### config.mk
export PLATFORM = sky130hd
export DESIGN_NAME = telnet_iac_line_assembler_unit
export DESIGN_NICKNAME = d
export VERILOG_FILES = /design/src/hdl/tiau_pkg.sv /design/src/hdl/tiau_queue.sv /design/src/hdl/tiau_front.sv /design/src/hdl/tiau_back.sv /design/src/hdl/telnet_iac_line_assembler_unit.sv
export VERILOG_INCLUDE_DIRS = /design/src /design/src/hdl
export SDC_FILE = /design/constraint.sdc
export NUM_CORES = 1
export LEC_CHECK = 0
export BUFFER_PORTS_ARGS = -buffer_cell sky130_fd_sc_hd__buf_4
export CORE_MARGIN = 10
export CORE_UTILIZATION = 65
export CTS_BUF_LIST = sky130_fd_sc_hd__clkbuf_4 sky130_fd_sc_hd__clkbuf_8
export DETAILED_ROUTE_END_ITERATION = 10
export PLACE_DENSITY = 0.87
export SYNTH_ARGS = -nofsm -noshare
export SYNTH_HDL_FRONTEND = slang
export SYNTH_SLANG_ARGS = --single-unit
### constraint.sdc
create_clock -name clk -period 4.5 [get_ports clk]
set_input_delay 0.45 -clock clk [delete_from_list [all_inputs] [get_ports clk]]
set_output_delay 0.45 -clock clk [all_outputs]
set_load 0.02 [all_outputs]
### src/hdl/telnet_iac_line_assembler_unit_assert.svh
// Assertion macros for the line assembler, included by the line counter module.
`ifndef TELNET_IAC_LINE_ASSEMBLER_UNIT_ASSERT_SVH
`define TELNET_IAC_LINE_ASSEMBLER_UNIT_ASSERT_SVH

// Same-cycle implication, clocked on clk and disabled during reset.
`define TIAU_ASSERT_NOW(lbl, ante, cons, msg) \
	lbl: assert property (@(posedge clk) disable iff (!arst_n) (ante) |-> (cons)) \
		else $error(msg);

// Next-cycle implication, clocked on clk and disabled during reset.
`define TIAU_ASSERT_NEXT(lbl, ante, cons, msg) \
	lbl: assert property (@(posedge clk) disable iff (!arst_n) (ante) |=> (cons)) \
		else $error(msg);

`endif

### src/hdl/tiau_pkg.sv
// Types and constants shared by the line assembler modules.
`default_nettype none
package tiau_pkg;

	localparam int LENGTH_BITS = 16;
	localparam int QDEPTH = 4;
	localparam int QAW = $clog2(QDEPTH);

	localparam logic [7:0] B_IAC  = 8'hFF;
	localparam logic [7:0] B_SB   = 8'hFA;
	localparam logic [7:0] B_SE   = 8'hF0;
	localparam logic [7:0] B_WILL = 8'hFB;
	localparam logic [7:0] B_WONT = 8'hFC;
	localparam logic [7:0] B_DO   = 8'hFD;
	localparam logic [7:0] B_DONT = 8'hFE;
	localparam logic [7:0] B_CR   = 8'h0D;
	localparam logic [7:0] B_LF   = 8'h0A;

	localparam logic [15:0] CAP_RESET = 16'd255;

	typedef enum logic [1:0] {
		OP_DATA    = 2'd0,
		OP_EOL     = 2'd1,
		OP_RESTART = 2'd2
	} op_t;

	typedef struct packed {
		op_t        op;
		logic [7:0] data;
	} op_item_t;

	typedef enum logic [4:0] {
		M_NORMAL  = 5'b00001,
		M_IAC     = 5'b00010,
		M_OPTION  = 5'b00100,
		M_SUB     = 5'b01000,
		M_SUB_IAC = 5'b10000
	} mode_t;

endpackage
`default_nettype wire

### src/hdl/tiau_queue.sv
// Short queue of classified words between the parser and the line counter.
`default_nettype none
module tiau_queue (
	input  wire                logic clk,
	input  wire                logic arst_n,
	input  wire                logic wr_en,
	input  wire tiau_pkg::op_item_t wr_item,
	output logic               full,
	input  wire                logic rd_en,
	output tiau_pkg::op_item_t rd_item,
	output logic               empty
);
	import tiau_pkg::*;

	op_item_t         mem_q [QDEPTH];
	logic [QAW-1:0]   wptr_q;
	logic [QAW-1:0]   rptr_q;
	logic [QAW:0]     cnt_q;
	logic             do_wr;
	logic             do_rd;

	assign full  = (cnt_q == (QAW+1)'(QDEPTH));
	assign empty = (cnt_q == '0);
	assign do_wr = wr_en && !full;
	assign do_rd = rd_en && !empty;
	assign rd_item = mem_q[rptr_q];

	always_ff @(posedge clk) begin
		if (do_wr) begin
			mem_q[wptr_q] <= wr_item;
		end
	end

	always_ff @(posedge clk or negedge arst_n) begin
		if (!arst_n) begin
			wptr_q <= '0;
			rptr_q <= '0;
			cnt_q  <= '0;
		end else begin
			if (do_wr) begin
				wptr_q <= wptr_q + 1'b1;
			end
			if (do_rd) begin
				rptr_q <= rptr_q + 1'b1;
			end
			if (do_wr && !do_rd) begin
				cnt_q <= cnt_q + 1'b1;
			end else if (do_rd && !do_wr) begin
				cnt_q <= cnt_q - 1'b1;
			end
		end
	end

endmodule
`default_nettype wire

### src/hdl/tiau_front.sv
// Telnet command parser that classifies each received word.
`default_nettype none
module tiau_front (
	input  wire                logic clk,
	input  wire                logic arst_n,
	input  wire                logic accept,
	input  wire                logic kind,
	input  wire                logic [7:0] rx_byte,
	output logic               q_wr,
	output tiau_pkg::op_item_t q_item
);
	import tiau_pkg::*;

	mode_t mode_q;
	mode_t mode_d;
	logic  emit;
	op_t   op;
	logic [7:0] data;

	always_comb begin
		mode_d = mode_q;
		emit   = 1'b0;
		op     = OP_DATA;
		data   = rx_byte;
		if (kind) begin
			mode_d = M_NORMAL;
			emit   = 1'b1;
			op     = OP_RESTART;
		end else begin
			case (mode_q)
				M_IAC: begin
					mode_d = M_NORMAL;
					if (rx_byte == B_IAC) begin
						emit = 1'b1;
					end else if (rx_byte == B_SB) begin
						mode_d = M_SUB;
					end else if (rx_byte inside {B_WILL, B_WONT, B_DO, B_DONT}) begin
						mode_d = M_OPTION;
					end
				end
				M_OPTION: mode_d = M_NORMAL;
				M_SUB: begin
					if (rx_byte == B_IAC) begin
						mode_d = M_SUB_IAC;
					end
				end
				M_SUB_IAC: begin
					// A doubled IAC keeps waiting for SE with the second IAC.
					if (rx_byte == B_SE) begin
						mode_d = M_NORMAL;
					end else if (rx_byte != B_IAC) begin
						mode_d = M_SUB;
					end
				end
				default: begin
					mode_d = M_NORMAL;
					if (rx_byte == B_IAC) begin
						mode_d = M_IAC;
					end else if (rx_byte == B_LF) begin
						emit = 1'b1;
						op   = OP_EOL;
					end else if (rx_byte != B_CR) begin
						emit = 1'b1;
					end
				end
			endcase
		end
	end

	assign q_wr   = accept && emit;
	assign q_item = '{op: op, data: data};

	always_ff @(posedge clk or negedge arst_n) begin
		if (!arst_n) begin
			mode_q <= M_NORMAL;
		end else if (accept) begin
			mode_q <= mode_d;
		end
	end

endmodule
`default_nettype wire

### src/hdl/tiau_back.sv
// Line counter and result register that carries out classified words.
`default_nettype none
module tiau_back (
	input  wire                logic clk,
	input  wire                logic arst_n,
	input  wire                logic cfg_we,
	input  wire                logic [15:0] cfg_wdata,
	input  wire                logic q_empty,
	input  wire tiau_pkg::op_item_t q_item,
	output logic               q_rd,
	input  wire                logic pop,
	output logic               empty,
	output logic [7:0]         data_byte,
	output logic               end_of_line,
	output logic [15:0]        line_length,
	output logic               line_truncated
);
	import tiau_pkg::*;

	logic [15:0]            cap_q;
	logic [LENGTH_BITS-1:0] cnt_q;
	logic                   ovf_q;
	logic                   out_valid_q;
	logic [7:0]             out_data_q;
	logic                   out_eol_q;
	logic [15:0]            out_len_q;
	logic                   out_trunc_q;
	logic                   out_ready;
	logic                   work;
	logic                   room;
	logic                   produce;

	assign out_ready = !out_valid_q || pop;
	assign work      = !q_empty && out_ready;
	assign q_rd      = work;
	// A full counter also stops the line, which clamps a capacity the count cannot reach.
	assign room      = (cnt_q != '1) && (cnt_q < cap_q);
	assign produce   = work && ((q_item.op == OP_DATA && room) || q_item.op == OP_EOL);

	assign empty          = !out_valid_q;
	assign data_byte      = out_data_q;
	assign end_of_line    = out_eol_q;
	assign line_length    = out_len_q;
	assign line_truncated = out_trunc_q;

	always_ff @(posedge clk) begin
		if (work) begin
			if (q_item.op == OP_EOL) begin
				out_data_q  <= '0;
				out_eol_q   <= 1'b1;
				out_len_q   <= 16'(cnt_q);
				out_trunc_q <= ovf_q;
			end else begin
				out_data_q  <= q_item.data;
				out_eol_q   <= 1'b0;
				out_len_q   <= '0;
				out_trunc_q <= 1'b0;
			end
		end
	end

	always_ff @(posedge clk or negedge arst_n) begin
		if (!arst_n) begin
			cap_q       <= CAP_RESET;
			cnt_q       <= '0;
			ovf_q       <= 1'b0;
			out_valid_q <= 1'b0;
		end else begin
			if (cfg_we) begin
				cap_q <= cfg_wdata;
			end
			if (produce) begin
				out_valid_q <= 1'b1;
			end else if (pop) begin
				out_valid_q <= 1'b0;
			end
			if (work) begin
				case (q_item.op)
					OP_DATA: begin
						if (room) begin
							cnt_q <= cnt_q + 1'b1;
						end else begin
							ovf_q <= 1'b1;
						end
					end
					OP_EOL: begin
						cnt_q <= '0;
						ovf_q <= 1'b0;
					end
					default: begin
						cnt_q <= '0;
						ovf_q <= 1'b0;
					end
				endcase
			end
		end
	end

	`include "telnet_iac_line_assembler_unit_assert.svh"

	`TIAU_ASSERT_NOW(a_data_fields_clear, out_valid_q && !out_eol_q,
		out_len_q == '0 && !out_trunc_q, "data word carries line status")
	`TIAU_ASSERT_NEXT(a_eol_clears_line, work && q_item.op == OP_EOL,
		cnt_q == '0 && !ovf_q, "line state not cleared after end of line")
	`TIAU_ASSERT_NEXT(a_restart_clears, work && q_item.op == OP_RESTART,
		cnt_q == '0 && !ovf_q && !out_valid_q, "restart left line state")
	`TIAU_ASSERT_NEXT(a_drop_sets_flag, work && q_item.op == OP_DATA && !room,
		ovf_q && $stable(cnt_q), "dropped byte did not set truncation")

endmodule
`default_nettype wire

### src/hdl/telnet_iac_line_assembler_unit.sv
// Top level of the Telnet receive line assembler with IAC filtering.
//
//  channel  | handshake        | fields
//  ---------+------------------+-----------------------------------------------
//  input    | push / full      | kind, rx_byte
//  result   | empty / pop      | data_byte, end_of_line, line_length, line_truncated
//  config   | cfg_we           | cfg_wdata (line_capacity)
//
// One input word per cycle while full is low; a word that yields a result passes through
// the queue and then the result register. The parser, a four-word queue and the line
// counter each take one word per cycle, the counter only while the result is not stalled.
// Reset clears parser mode, queue, line count and flag; capacity returns to 255. A stalled
// result holds the counter; the queue absorbs up to four words before full rises.
`default_nettype none
module telnet_iac_line_assembler_unit (
	input  wire  logic        clk,
	input  wire  logic        arst_n,
	input  wire  logic        push,
	output logic              full,
	input  wire  logic        kind,
	input  wire  logic [7:0]  rx_byte,
	output logic              empty,
	input  wire  logic        pop,
	output logic [7:0]        data_byte,
	output logic              end_of_line,
	output logic [15:0]       line_length,
	output logic              line_truncated,
	input  wire  logic        cfg_we,
	input  wire  logic [15:0] cfg_wdata
);
	import tiau_pkg::*;

	logic     accept;
	logic     q_wr;
	logic     q_rd;
	logic     q_empty;
	op_item_t q_wr_item;
	op_item_t q_rd_item;

	assign accept = push && !full;

	tiau_front u_front (
		.clk     (clk),
		.arst_n  (arst_n),
		.accept  (accept),
		.kind    (kind),
		.rx_byte (rx_byte),
		.q_wr    (q_wr),
		.q_item  (q_wr_item)
	);

	tiau_queue u_queue (
		.clk     (clk),
		.arst_n  (arst_n),
		.wr_en   (q_wr),
		.wr_item (q_wr_item),
		.full    (full),
		.rd_en   (q_rd),
		.rd_item (q_rd_item),
		.empty   (q_empty)
	);

	tiau_back u_back (
		.clk            (clk),
		.arst_n         (arst_n),
		.cfg_we         (cfg_we),
		.cfg_wdata      (cfg_wdata),
		.q_empty        (q_empty),
		.q_item         (q_rd_item),
		.q_rd           (q_rd),
		.pop            (pop),
		.empty          (empty),
		.data_byte      (data_byte),
		.end_of_line    (end_of_line),
		.line_length    (line_length),
		.line_truncated (line_truncated)
	);

endmodule
`default_nettype wire
==> impl_results.md <==
- Slew HR: 40.2%
- Starting utilization of the core area: 67.1%
- Total wire length after detailed routing: 10,300 um
- Mean instance size in the synthesized netlist: 12.5 sq um
- Number of sinks on the clock net: 112
- Gate Count Post-Synth: 417
- Fin area: 0.00592 sq mm
- Antenna violation net count after detailed routing: 0
- Library cell with the largest summed area after synthesis: edfxtp_1
- Worst reg2reg endpoint: u_queue.cnt_q[2]$_DFFE_PN0P_
- Total half-perimeter wirelength after legalization and detailed placement: 7420 um
- Slowest CP cell: dfrtp_1
- Share of the yosys chip area belonging to registers: 60.3%
- Total nets after synthesis: 469
- Placed Instances: 565
- Status: complete, no violations
- Length of the first detailed-routing pass in iterations: 4
- Switching Power: 1.10 mW
- Total power: 3.16 mW
- First DRT Iteration DRCs: 308
- Final net count: 526
- Vert. Die Dim: 110 um
- Internal reg-to-reg setup slack: 1.70 ns
- Total of endpoints with negative setup slack in the final report: 0
- DRC viols: 0
- Share of cells above drive strength 1: 22.5%
- Count of distinct cell types in the synthesized netlist: 52
- Worst Setup SP: u_front.mode_q[3]$_DFFE_PN0P_
- Postcts setup bufs: 0
- Time the final worst path needs with I/O delays and setup: 2.80 ns
- Total clock buffers created by CTS: 9
- Kind of start point of the critical path: flip-flop
- Antenna cells: 0
- Antenna violations before repair: 0
- Cell area after synthesis: 0.00521 sq mm
- Sequential cell area: 0.00314 sq mm
- TritonCTS clock tree: yes
- Register share of total power: 49.1%
- Peak supply drop: 0.314 mV
- Transition time at the pin with the least slew margin: 0.893 ns
- Average wire length per cell after detail routing: 17.7 um
- Fill cell count: 514
- Vias after detailed routing: 3,467
- Io pins: 58
- Unrepaired setup endpoints after global routing: no
- Final Wtd Congestion: 0.852
- FF+latch count, synth: 112
- CP peak stage delay: 0.44 ns
- Worst setup path category: reg2reg
- Later-pin clock latency in the skew report: 0.38 ns
- Crit path max fanout: 7
- Power per cell area: 534 mW/mm^2
- Area of the die: 0.0120 sq mm
- Main flop type after synthesis: edfxtp_1
- Post-CTS Hold Buffers: 0
- Leading cell types by total area after synthesis: edfxtp_1 (38%), dfrtp_1 (18%), ha_1 (5.0%)
- Slew Viols, Final: 0
- Arrival time worst endpoint: 3.10 ns
- Layout Skew: 0.0130 ns
- Startpoint of the lowest-slack register-to-register path: u_front.mode_q[3]$_DFFE_PN0P_
- Part of the power in the clock network: 18.5%
- Number of synthesis warnings: 0
- Portion of synthesized cell area occupied by the leading cell type: 38.0%
- Required time of the worst setup path: 4.80 ns
- Setup slack of the critical path after layout: 1.70 ns
- Number of global-route vias before repair: 3,411
- Max capacitance violation total: 0
- Maximum clock rate: 357 MHz
- Post-synth EDFFs: 66
- Cell seen most often among critical-path stages: xor2_1
- Synthesis-to-finish area growth: 13.6%
- Clock transition at the register clock pins on the worst setup and hold paths after CTS: 0.11 ns
- Total number of H-tree levels: 3
- First-pass GRT wire length: 17,000 um
- Count of final hold-check violations: 0
- CTS max path bufs: 2
- Nature of the critical path endpoint: flip-flop
- Post-Layout Cell Count: 581
- Fraction of the cycle the final worst path needs: 62.2%
- Via/cell ratio: 5.97
- Min Hold Slack: 0.0484 ns
- Gates resized, CTS repair: 0
- Final-layout setup total negative slack: 0 ns
- Number of buffer cells added on primary ports: 57
- Pin count of the biggest net entering global routing: 47
- Fraction of power spent switching nets: 34.8%
- Share of synthesized flip-flops with an asynchronous set or reset: 41.1%
- Root buf cell: clkbuf_8
- Reg2Reg Depth: 11
- Multi-input combinational cell area: 0.00192 sq mm
- X dimension of the die: 110 um
- Cells along the critical path: xor2_1 -> mux2_2 -> nand2_1 -> nand3_1 -> o22ai_1 -> ha_1 -> inv_1 -> fa_1 -> xor2_1 -> nor2_1 -> xor2_1
- Worst min-delay path category: in2async
- Global-route usage over all layers: 18.1%
- Int Pwr: 2.06 mW
- Leakage dissipation: 2.45 nW
- Layout Utilization: 76.2%
- Count of standard-cell rows: 32
- Minimum setup slack after placement: 1.65 ns
- Total overflow reported by the global router: 0
- Total placed instance area: 0.00573 sq mm
- Floorplan core area: 0.00777 sq mm
- Combinational share of power: 32.5%
flip-flops by register name (all words and copies together) (netlist names):
| name | cells |
|---|---|
| u_front.mode_q | 5 |
| u_back.data_byte | 8 |
| u_queue.cnt_q | 3 |
| u_back.ovf_q | 1 |
| u_queue.mem_q | 40 |
| u_back.end_of_line | 1 |
| u_back.cap_q | 16 |
| u_back.cnt_q | 16 |
| u_back.line_length | 16 |
| u_queue.wptr_q | 2 |
| u_back.line_truncated | 1 |
| u_queue.rptr_q | 2 |
| u_back.out_valid_q | 1 |
metal layers:
metal | track usage [%] | vias up | part of all wire (%)
met2 | 28.0 | 124 | 48
met5 | 0 | - | 0
met1 | 24.0 | 1664 | 43
li1 | - | 1659 | -
met4 | 6.04 | 0 | 1.9
met3 | 5.27 | 20 | 7.1
worst max-delay path: cells and delay by family, from the launching register on:
kind	cells	cell delay, ns
DFF	1	0.44
buffers and inverters	1	0.06
AOI/OAI and AO/OA	1	0.42
and+or+nand+nor	3	0.33
muxes	1	0.28
xor gates and xnor gates	3	0.50
adders and majority gates	2	0.67
worst max path at each step:
stage / depth (start not counted) / end / slack [ns]
6_report: 11 / u_queue.cnt_q[2]$_DFFE_PN0P_ / 1.70
5_1_grt: 7 / u_back.cnt_q[5]$_DFFE_PN0P_ / 1.54
4_1_cts: 11 / u_queue.cnt_q[2]$_DFFE_PN0P_ / 1.70
3_5_place_dp: 11 / u_queue.cnt_q[2]$_DFFE_PN0P_ / 1.65
3_3_place_gp: 11 / u_queue.cnt_q[2]$_DFFE_PN0P_ / 1.82
2_1_floorplan: 8 / u_back.cnt_q[12]$_DFFE_PN0P_ / 2.01
power groups by stage:
stage               sequential [mW]  clock, mW  combinational (mW)
floorplan                      1.64          0               0.578
global placement               1.56          0               0.984
detailed placement             1.58          0                1.04
CTS                            1.56      0.596                1.04
global route                   1.58      0.632                1.12
finish                         1.55      0.584                1.03
final cells by class:
class / instances / area share [%]
Sequential cell: 112 / 53.1
Timing Repair Buffer: 59 / 7.48
Tap cell: 102 / 2.16
Inverter: 23 / 1.46
Multi-Input combinational cell: 269 / 32.5
Clock inverter: 7 / 1.23
Clock buffer: 9 / 2.09
synth_stat cells, types with 10 or more instances:
| cell type | count |
|---|---|
| mux4_2 | 10 |
| dfrtp_1 | 37 |
| clkbuf_1 | 11 |
| a21oi_1 | 14 |
| o21ai_0 | 27 |
| nand3_1 | 13 |
| nor2b_1 | 12 |
| nand2_1 | 39 |
| nor2_1 | 18 |
| edfxtp_1 | 66 |
| and2_1 | 23 |
| ha_1 | 21 |
| inv_1 | 22 |
placed cells by master, fill, tap and decap left out, types with 4 or more instances in the layout:
cell type	synthesis	final
and3_1	5	5
clkbuf_8	0	9
nand2_1	39	39
mux2_2	6	6
buf_4	0	59
edfxtp_1	66	66
nor4_1	4	4
nor2b_1	12	12
nand3_1	13	13
dfrtp_1	37	37
dfstp_2	9	9
or4_1	9	9
nor2_1	18	18
or3_1	4	4
nor3_1	6	6
xnor2_1	4	4
xor2_1	4	4
o21ai_0	27	27
and2_1	23	23
o31ai_1	4	4
o41ai_1	4	4
mux4_2	10	10
inv_1	22	22
nand4_1	7	7
a21oi_1	14	14
ha_1	21	21
cells by family after synthesis:
group                    count (synthesis)  share of synthesized area [%]
AND/OR/NAND/NOR                        156                           16.5
flip-flops                             112                           60.3
AO/OA/AOI/OAI                           67                           8.07
buffers and inverters                   36                           2.74
adder cells (fa/ha/maj)                 22                           5.43
multiplexers                            16                           5.62
XOR/XNOR                                 8                           1.34
(Power assumes the default switching activity.)
